### config.mk
export PLATFORM = sky130hd
export DESIGN_NAME = integer_to_ascii_unit
export DESIGN_NICKNAME = d
export VERILOG_FILES = /design/src/i2a_pkg.sv /design/src/integer_to_ascii_unit.sv
export VERILOG_INCLUDE_DIRS = /design/src /design/src/src
export SDC_FILE = /design/constraint.sdc
export NUM_CORES = 2
export LEC_CHECK = 0
export BUFFER_PORTS_ARGS = -buffer_cell sky130_fd_sc_hd__buf_2
export CAP_MARGIN = 5
export CORE_ASPECT_RATIO = 0.5
export CORE_MARGIN = 2
export CORE_UTILIZATION = 50
export CTS_BUF_LIST = sky130_fd_sc_hd__clkbuf_4
export DETAILED_ROUTE_END_ITERATION = 7
export PLACE_DENSITY = 0.65
export SLEW_MARGIN = 40
export SYNTH_ARGS = -nofsm -noshare
export SYNTH_HDL_FRONTEND = slang
export SYNTH_SLANG_ARGS = --single-unit
### constraint.sdc
create_clock -name i_clk -period 9.4 [get_ports i_clk]
set_clock_uncertainty 0.2 [all_clocks]
set_input_delay 1.41 -clock i_clk [delete_from_list [all_inputs] [get_ports i_clk]]
set_output_delay 1.41 -clock i_clk [all_outputs]
set_load 0.005 [all_outputs]
### src/integer_to_ascii_unit_defines.svh
// Assertion macros shared by the integer to ASCII unit.
`ifndef INTEGER_TO_ASCII_UNIT_DEFINES_SVH
`define INTEGER_TO_ASCII_UNIT_DEFINES_SVH

`ifndef SYNTHESIS
// Checked at every clock edge outside reset.
`define I2A_ASSERT(label, prop) \
    label: assert property (@(posedge i_clk) disable iff (!i_rst_n) prop) \
        else $error("integer_to_ascii_unit: check failed");
// Checked at every clock edge, reset included.
`define I2A_ASSERT_RST(label, prop) \
    label: assert property (@(posedge i_clk) prop) \
        else $error("integer_to_ascii_unit: reset check failed");
`else
`define I2A_ASSERT(label, prop)
`define I2A_ASSERT_RST(label, prop)
`endif

`endif

### src/i2a_pkg.sv
// Constants, types and helper functions of the integer to ASCII unit.
package i2a_pkg;

    localparam int I2A_WORD_BITS = 32;      // default width of the converted word
    localparam int VAL_BITS      = 32;      // width of the word field
    localparam int BCD_DIGITS    = 10;      // decimal digits of a 32-bit magnitude
    localparam int BCD_BITS      = 4 * BCD_DIGITS;
    localparam int DAB_STEP      = 4;       // binary bits consumed per stage
    localparam int DAB_STAGES    = VAL_BITS / DAB_STEP;
    localparam int STAGES        = DAB_STAGES + 2;
    localparam int POS_BITS      = $clog2(BCD_DIGITS);

    localparam logic [7:0] CH_ZERO  = 8'h30;
    localparam logic [7:0] CH_A     = 8'h61;
    localparam logic [7:0] CH_MINUS = 8'h2D;

    typedef logic [BCD_BITS-1:0] t_digits;
    typedef logic [POS_BITS-1:0] t_pos;

    // ASCII code of one digit value, 0 to 15.
    function automatic logic [7:0] digit_char(input logic [3:0] nib);
        logic [7:0] code;
        if (nib < 4'd10) begin
            code = CH_ZERO + {4'd0, nib};
        end else begin
            code = CH_A + {4'd0, nib} - 8'd10;
        end
        return code;
    endfunction

    // Position of the most significant non-zero digit, zero if all are zero.
    function automatic t_pos top_digit(input t_digits digits);
        t_pos pos;
        pos = '0;
        for (int i = 1; i < BCD_DIGITS; i++) begin
            if (digits[4*i +: 4] != 4'd0) begin
                pos = POS_BITS'(i);
            end
        end
        return pos;
    endfunction

endpackage

### src/integer_to_ascii_unit.sv
// Integer to ASCII converter: pipelined decimal conversion and a character serialiser.
// An item (kind on tuser, word on tdata) becomes one to eleven ASCII characters, most
// significant first, one per item on the master side, with tlast on the final one. Kind 0
// reads the low WORD_BITS bits as a signed number and gives an optional minus sign and
// decimal digits; kind 1 gives lower-case hex digits; zero gives "0". The word runs
// through a ten-stage pipeline (input register, sign and magnitude, then eight
// double-dabble stages of four bits each). The single output serialiser sends one
// character per cycle while the master side accepts them; the pipeline keeps later
// items queued behind it and accepts a new item whenever a stage frees up.
`include "integer_to_ascii_unit_defines.svh"

module integer_to_ascii_unit #(
    parameter int WORD_BITS = i2a_pkg::I2A_WORD_BITS
) (
    input  logic        i_clk,
    input  logic        i_rst_n,
    input  logic        i_s_axis_tvalid,
    output logic        o_s_axis_tready,
    input  logic [31:0] i_s_axis_tdata,   // [31:0] word
    input  logic        i_s_axis_tuser,   // [0] kind
    output logic        o_m_axis_tvalid,
    input  logic        i_m_axis_tready,
    output logic [7:0]  o_m_axis_tdata,   // [7:0] char_code
    output logic        o_m_axis_tlast
);

    localparam int STAGES   = i2a_pkg::STAGES;
    localparam int VAL_BITS = i2a_pkg::VAL_BITS;
    localparam int MASK_W   = (WORD_BITS < VAL_BITS) ? WORD_BITS : VAL_BITS;
    localparam int SIGN_IDX = MASK_W - 1;
    localparam bit HAS_SIGN = (WORD_BITS <= VAL_BITS);
    localparam logic [VAL_BITS-1:0] WORD_MASK = {VAL_BITS{1'b1}} >> (VAL_BITS - MASK_W);

    // Pipeline stages.
    logic                      r_valid [STAGES];
    logic                      r_kind  [STAGES];
    logic                      r_neg   [STAGES];
    logic [VAL_BITS-1:0]       r_val   [STAGES];
    i2a_pkg::t_digits          r_bcd   [STAGES];
    logic                      n_valid [STAGES];
    logic                      n_kind  [STAGES];
    logic                      n_neg   [STAGES];
    logic [VAL_BITS-1:0]       n_val   [STAGES];
    i2a_pkg::t_digits          n_bcd   [STAGES];
    logic                      stg_ready [STAGES];

    // Serialiser and output register.
    logic             r_ser_valid, n_ser_valid;
    logic             r_ser_minus, n_ser_minus;
    i2a_pkg::t_digits r_ser_digits, n_ser_digits;
    i2a_pkg::t_pos    r_ser_pos, n_ser_pos;
    logic             r_out_valid, n_out_valid;
    logic [7:0]       r_out_data, n_out_data;
    logic             r_out_last, n_out_last;

    logic ser_emit;
    logic ser_last;
    logic ser_free;

    assign ser_emit = r_ser_valid && (!r_out_valid || i_m_axis_tready);
    assign ser_last = !r_ser_minus && (r_ser_pos == '0);
    assign ser_free = !r_ser_valid || (ser_emit && ser_last);

    // A stage takes a new item when it is empty or its item moves on.
    always_comb begin
        stg_ready[STAGES-1] = !r_valid[STAGES-1] || ser_free;
        for (int k = STAGES - 2; k >= 0; k--) begin
            stg_ready[k] = !r_valid[k] || stg_ready[k+1];
        end
    end

    assign o_s_axis_tready = stg_ready[0];

    always_comb begin
        logic [VAL_BITS-1:0]  masked;
        logic                 sign;
        logic [VAL_BITS-1:0]  t_val;
        i2a_pkg::t_digits     t_bcd;
        masked = r_val[0] & WORD_MASK;
        sign   = HAS_SIGN && !r_kind[0] && masked[SIGN_IDX];
        t_val  = '0;
        t_bcd  = '0;
        for (int k = 0; k < STAGES; k++) begin
            n_valid[k] = r_valid[k];
            n_kind[k]  = r_kind[k];
            n_neg[k]   = r_neg[k];
            n_val[k]   = r_val[k];
            n_bcd[k]   = r_bcd[k];
            if (stg_ready[k]) begin
                if (k == 0) begin
                    n_valid[k] = i_s_axis_tvalid;
                    n_kind[k]  = i_s_axis_tuser;
                    n_neg[k]   = 1'b0;
                    n_val[k]   = i_s_axis_tdata;
                    n_bcd[k]   = '0;
                end else if (k == 1) begin
                    n_valid[k] = r_valid[0];
                    n_kind[k]  = r_kind[0];
                    n_neg[k]   = sign;
                    n_val[k]   = sign ? ((~masked + 1'b1) & WORD_MASK) : masked;
                    n_bcd[k]   = '0;
                end else begin
                    t_val = r_val[k-1];
                    t_bcd = r_bcd[k-1];
                    // Four double-dabble steps; hex items pass through unchanged.
                    if (!r_kind[k-1]) begin
                        for (int b = 0; b < i2a_pkg::DAB_STEP; b++) begin
                            for (int d = 0; d < i2a_pkg::BCD_DIGITS; d++) begin
                                if (t_bcd[4*d +: 4] >= 4'd5) begin
                                    t_bcd[4*d +: 4] = t_bcd[4*d +: 4] + 4'd3;
                                end
                            end
                            t_bcd = {t_bcd[i2a_pkg::BCD_BITS-2:0], t_val[VAL_BITS-1]};
                            t_val = {t_val[VAL_BITS-2:0], 1'b0};
                        end
                    end
                    n_valid[k] = r_valid[k-1];
                    n_kind[k]  = r_kind[k-1];
                    n_neg[k]   = r_neg[k-1];
                    n_val[k]   = t_val;
                    n_bcd[k]   = t_bcd;
                end
            end
        end
    end

    always_comb begin
        i2a_pkg::t_digits load_digits;
        load_digits  = r_kind[STAGES-1] ?
                       {{(i2a_pkg::BCD_BITS - VAL_BITS){1'b0}}, r_val[STAGES-1]} :
                       r_bcd[STAGES-1];
        n_ser_valid  = r_ser_valid;
        n_ser_minus  = r_ser_minus;
        n_ser_digits = r_ser_digits;
        n_ser_pos    = r_ser_pos;
        if (ser_free) begin
            n_ser_valid  = r_valid[STAGES-1];
            n_ser_minus  = r_neg[STAGES-1];
            n_ser_digits = load_digits;
            n_ser_pos    = i2a_pkg::top_digit(load_digits);
        end else if (ser_emit) begin
            if (r_ser_minus) begin
                n_ser_minus = 1'b0;
            end else begin
                n_ser_pos = r_ser_pos - 1'b1;
            end
        end

        n_out_valid = r_out_valid && !i_m_axis_tready;
        n_out_data  = r_out_data;
        n_out_last  = r_out_last;
        if (ser_emit) begin
            n_out_valid = 1'b1;
            n_out_data  = r_ser_minus ? i2a_pkg::CH_MINUS :
                          i2a_pkg::digit_char(r_ser_digits[4*r_ser_pos +: 4]);
            n_out_last  = ser_last;
        end
    end

    always_ff @(posedge i_clk) begin
        if (!i_rst_n) begin
            for (int k = 0; k < STAGES; k++) begin
                r_valid[k] <= 1'b0;
            end
            r_ser_valid <= 1'b0;
            r_out_valid <= 1'b0;
        end else begin
            for (int k = 0; k < STAGES; k++) begin
                r_valid[k] <= n_valid[k];
            end
            r_ser_valid <= n_ser_valid;
            r_out_valid <= n_out_valid;
        end
        for (int k = 0; k < STAGES; k++) begin
            r_kind[k] <= n_kind[k];
            r_neg[k]  <= n_neg[k];
            r_val[k]  <= n_val[k];
            r_bcd[k]  <= n_bcd[k];
        end
        r_ser_minus  <= n_ser_minus;
        r_ser_digits <= n_ser_digits;
        r_ser_pos    <= n_ser_pos;
        r_out_data   <= n_out_data;
        r_out_last   <= n_out_last;
    end

    assign o_m_axis_tvalid = r_out_valid;
    assign o_m_axis_tdata  = r_out_data;
    assign o_m_axis_tlast  = r_out_last;

    `I2A_ASSERT(a_last_follows_final_char, (ser_emit && ser_last) |=> (o_m_axis_tvalid && o_m_axis_tlast))
    `I2A_ASSERT(a_hex_never_negative, (r_valid[1] && r_kind[1]) |-> !r_neg[1])
    `I2A_ASSERT(a_pos_in_range, r_ser_valid |-> (r_ser_pos < i2a_pkg::POS_BITS'(i2a_pkg::BCD_DIGITS)))
    `I2A_ASSERT(a_minus_not_last, (ser_emit && r_ser_minus) |=> (o_m_axis_tvalid && !o_m_axis_tlast))
    `I2A_ASSERT_RST(a_reset_clears_output, !i_rst_n |=> !o_m_axis_tvalid)

endmodule
==> out/metrics.csv <==
stage,metric,value,unit
cells_and_area,n_fill_cell,7376,
floorplanning,initial_utilization,0.507,
clocking,cts_tree,done,
drt,initialDrtViolationCount,2710,
yosys,synth_common_cells,"edfxtp_1, nand2_1, mux2_2, nor2_1, o21ai_0",
yosys,yosys.area.top_type,edfxtp_1,
placement,hpwl,70800,µm
floorplanning,core_area,84100,µm²
placement,port_buffers,46,
clocking,cts_buffer_depth,3,
worst_setup_path,cp.arrival,4.56,ns
clocking,ctsHoldBuffers,0,
grt,grt_usage,0.215,
yosys,syn_avg_cell_area,9.74,µm²
grt,grt_max_degree,75,
yosys,synth.most_common_cell,edfxtp_1,
yosys,synth-seq-cells,589,
cells_and_area,syn_to_final_growth,7.36,%
yosys,synthesis.area,42600,µm²
placement,gp_congestion,0.912,
drt,totalWireLength,96100,µm
drt,wire_per_inst,17.0,µm
clocking,clkSlewWorstSetupHoldPaths,0.07,ns
cells_and_area,fin_util,0.544,
floorplanning,die_w,417,µm
drt,viasPerCell,5.95,
floorplanning,num_rows,75,
worst_hold_path,hold_path_class,flop to flop,
outcome,outcome,completed,
timing,hold_violations,0,
job,cap_violations,0,
drt,routed-via-count,33600,
worst_setup_path,path_max_fanout,34,
timing,post-route-period-util,0.656,
clocking,cts_buffers,142,
floorplanning,dieArea,87700,µm²
yosys,synth_cells,4376,
yosys,synth_enable_flop_cells,586,
drt,post-route-drc-count,0,
timing,slew_headroom,0.454,
drt,postRouteAntennaNets,0,
yosys,synth_nets,4572,
timing,final_max_slew_viol_count,0,
grt,globalRouteOverflowTotal,0,
timing,fin_setup_tns,0,ns
clocking,post_cts_buffers,0,
worst_setup_path,cp_data_required_time,7.79,ns
worst_setup_path,end_kind,primary output,
worst_setup_path,crit_type,flop to primary output,
yosys,synth_cell_type_count,104,
floorplanning,io_pins,48,
yosys,synth_top_area_frac,0.413,
clocking,post_cts_resize_count,0,
grt,grt_pass1_wl,156000,µm
yosys,ys_seq_area_frac,0.414,
clocking,clock_sinks,589,
clocking,htreeDepth,4,
grt,first_global_vias,31600,
timing,fin_crit,6.17,ns
timing,worstMarginPinSlew,0.819,ns
worst_setup_path,start_kind,flop,
cells_and_area,num-nets-final,4633,
clocking,clkLatencyLatePin,0.99,ns
timing,rsz0062_at_grt,no,
timing,fmax,162,MHz
yosys,ys_warn_count,0,
yosys,ys_top_cells_by_area,"edfxtp_1, mux2_2, ha_1",
clocking,cts_root_buffer,clkbuf_4,
floorplanning,fp.dieH,210,µm
yosys,synthArstFlopShare,0,
yosys,ys.flop_type,edfxtp_1,
drt,drtPass1Iterations,5,
grt,antenna_found_initial,5,
cells_and_area,drive_above_1_share,0.161,
timing,setup_violations,0,
[registers in the layout (all words and copies together) (netlist names)]
signal / cells
r_val: 320
r_bcd: 185
r_ser_digits: 40
r_kind: 10
r_valid: 10
r_neg: 9
o_m_axis_tdata: 7
r_ser_pos: 4
o_m_axis_tlast: 1
o_m_axis_tvalid: 1
r_ser_minus: 1
r_ser_valid: 1
[worst paths after layout]
kind / depth (start not counted) / slack, ns / to / from
max: 14 / 3.23 / o_s_axis_tready / r_ser_pos[0]
min: 0 / 0.23 / r_neg[5] / r_neg[4]
max reg2reg: 21 / 4.58 / r_bcd[3][8] / r_bcd[2][0]
min reg2reg: 0 / 0.23 / r_neg[5] / r_neg[4]
[cell families (layout without fill, tap and decap cells)]
kind of cell,after synthesis,count (layout),synth area share
buffers and inverters,397,550,0.0358
AOI/OAI and AO/OA,1377,1377,0.220
DFF,589,589,0.414
xor gates and xnor gates,84,84,0.0173
other,2,4,0.000176
adders and majority gates,161,161,0.0471
and+or+nand+nor,1343,1343,0.154
muxes,423,423,0.111
[worst max-delay path, stage by stage (launching register included)]
cell and delay [ns]:
edfxtp_1 0.68, inv_1 0.18, ha_1 0.15, nor4b_1 0.32, inv_1 0.09, o21a_1 0.28
nand2_4 0.29, nor2_1 0.09, buf_4 0.18, and3_1 0.24, and2_1 0.22, and3_1 0.25
nand2_1 0.10, buf_4 0.35, buf_2 0.19
[per-stage QoR]
stage	hold slack [ns]	setup slack (ns)	std cells	instance area [µm²]
after floorplan	0.200	2.69	4376	42600
after global placement	0.205	3.85	5406	43800
after detailed placement	0.215	3.77	5407	43900
after CTS	0.232	3.03	5643	45700
after global routing	0.243	2.78	5647	45800
final	0.234	3.23	5647	45800
[cells in the final DEF (no fill, tap or decap), types with 27 or more instances in the layout]
cell type / synthesis / final
and3_1: 38 / 38
buf_2: 9 / 47
nor2_1: 302 / 301
nor3_1: 116 / 116
xnor2_1: 57 / 57
a221oi_1: 34 / 34
nand2b_1: 89 / 89
buf_4: 2 / 28
clkbuf_4: 0 / 197
nand3_1: 82 / 82
o211ai_1: 47 / 47
a2bb2oi_1: 44 / 44
nor2b_1: 54 / 54
edfxtp_1: 586 / 586
mux2i_1: 96 / 96
a21oi_1: 267 / 266
inv_1: 227 / 222
o21ai_0: 293 / 293
a211oi_1: 93 / 93
ha_1: 159 / 159
mux2_2: 318 / 318
o22ai_1: 47 / 47
xor2_1: 27 / 27
or3_1: 42 / 42
or2_2: 44 / 44
a31oi_1: 43 / 43
a21o_1: 52 / 52
nand2_1: 380 / 377
o21a_1: 80 / 80
a211o_1: 29 / 29
and2_1: 98 / 98
[layer usage]
layer  global-route usage  vias to the layer above  wire [µm]
met1                0.307                    15800      46800
met3               0.0378                      126       5230
met5                    0                        -         20
met4               0.0641                        2       2080
met2                0.336                      779      42000
li1                     -                    16900          -
[final cells by class]
cell class / instances / area [µm²] / share of cell area
sequential: 589 / 17700 / 0.386
clock buffer: 197 / 1480 / 0.0323
tap: 1116 / 1400 / 0.0305
antenna: 2 / 5.00 / 0.000109
timing repair buffer: 80 / 495 / 0.0108
clock inverter: 39 / 379 / 0.00829
multi-input combinational: 3390 / 23500 / 0.513
inverter: 234 / 881 / 0.0193
Power is left out: the tool's default activity adds up to more than one toggle a clock period on the data nets, which glitch-free logic cannot reach.
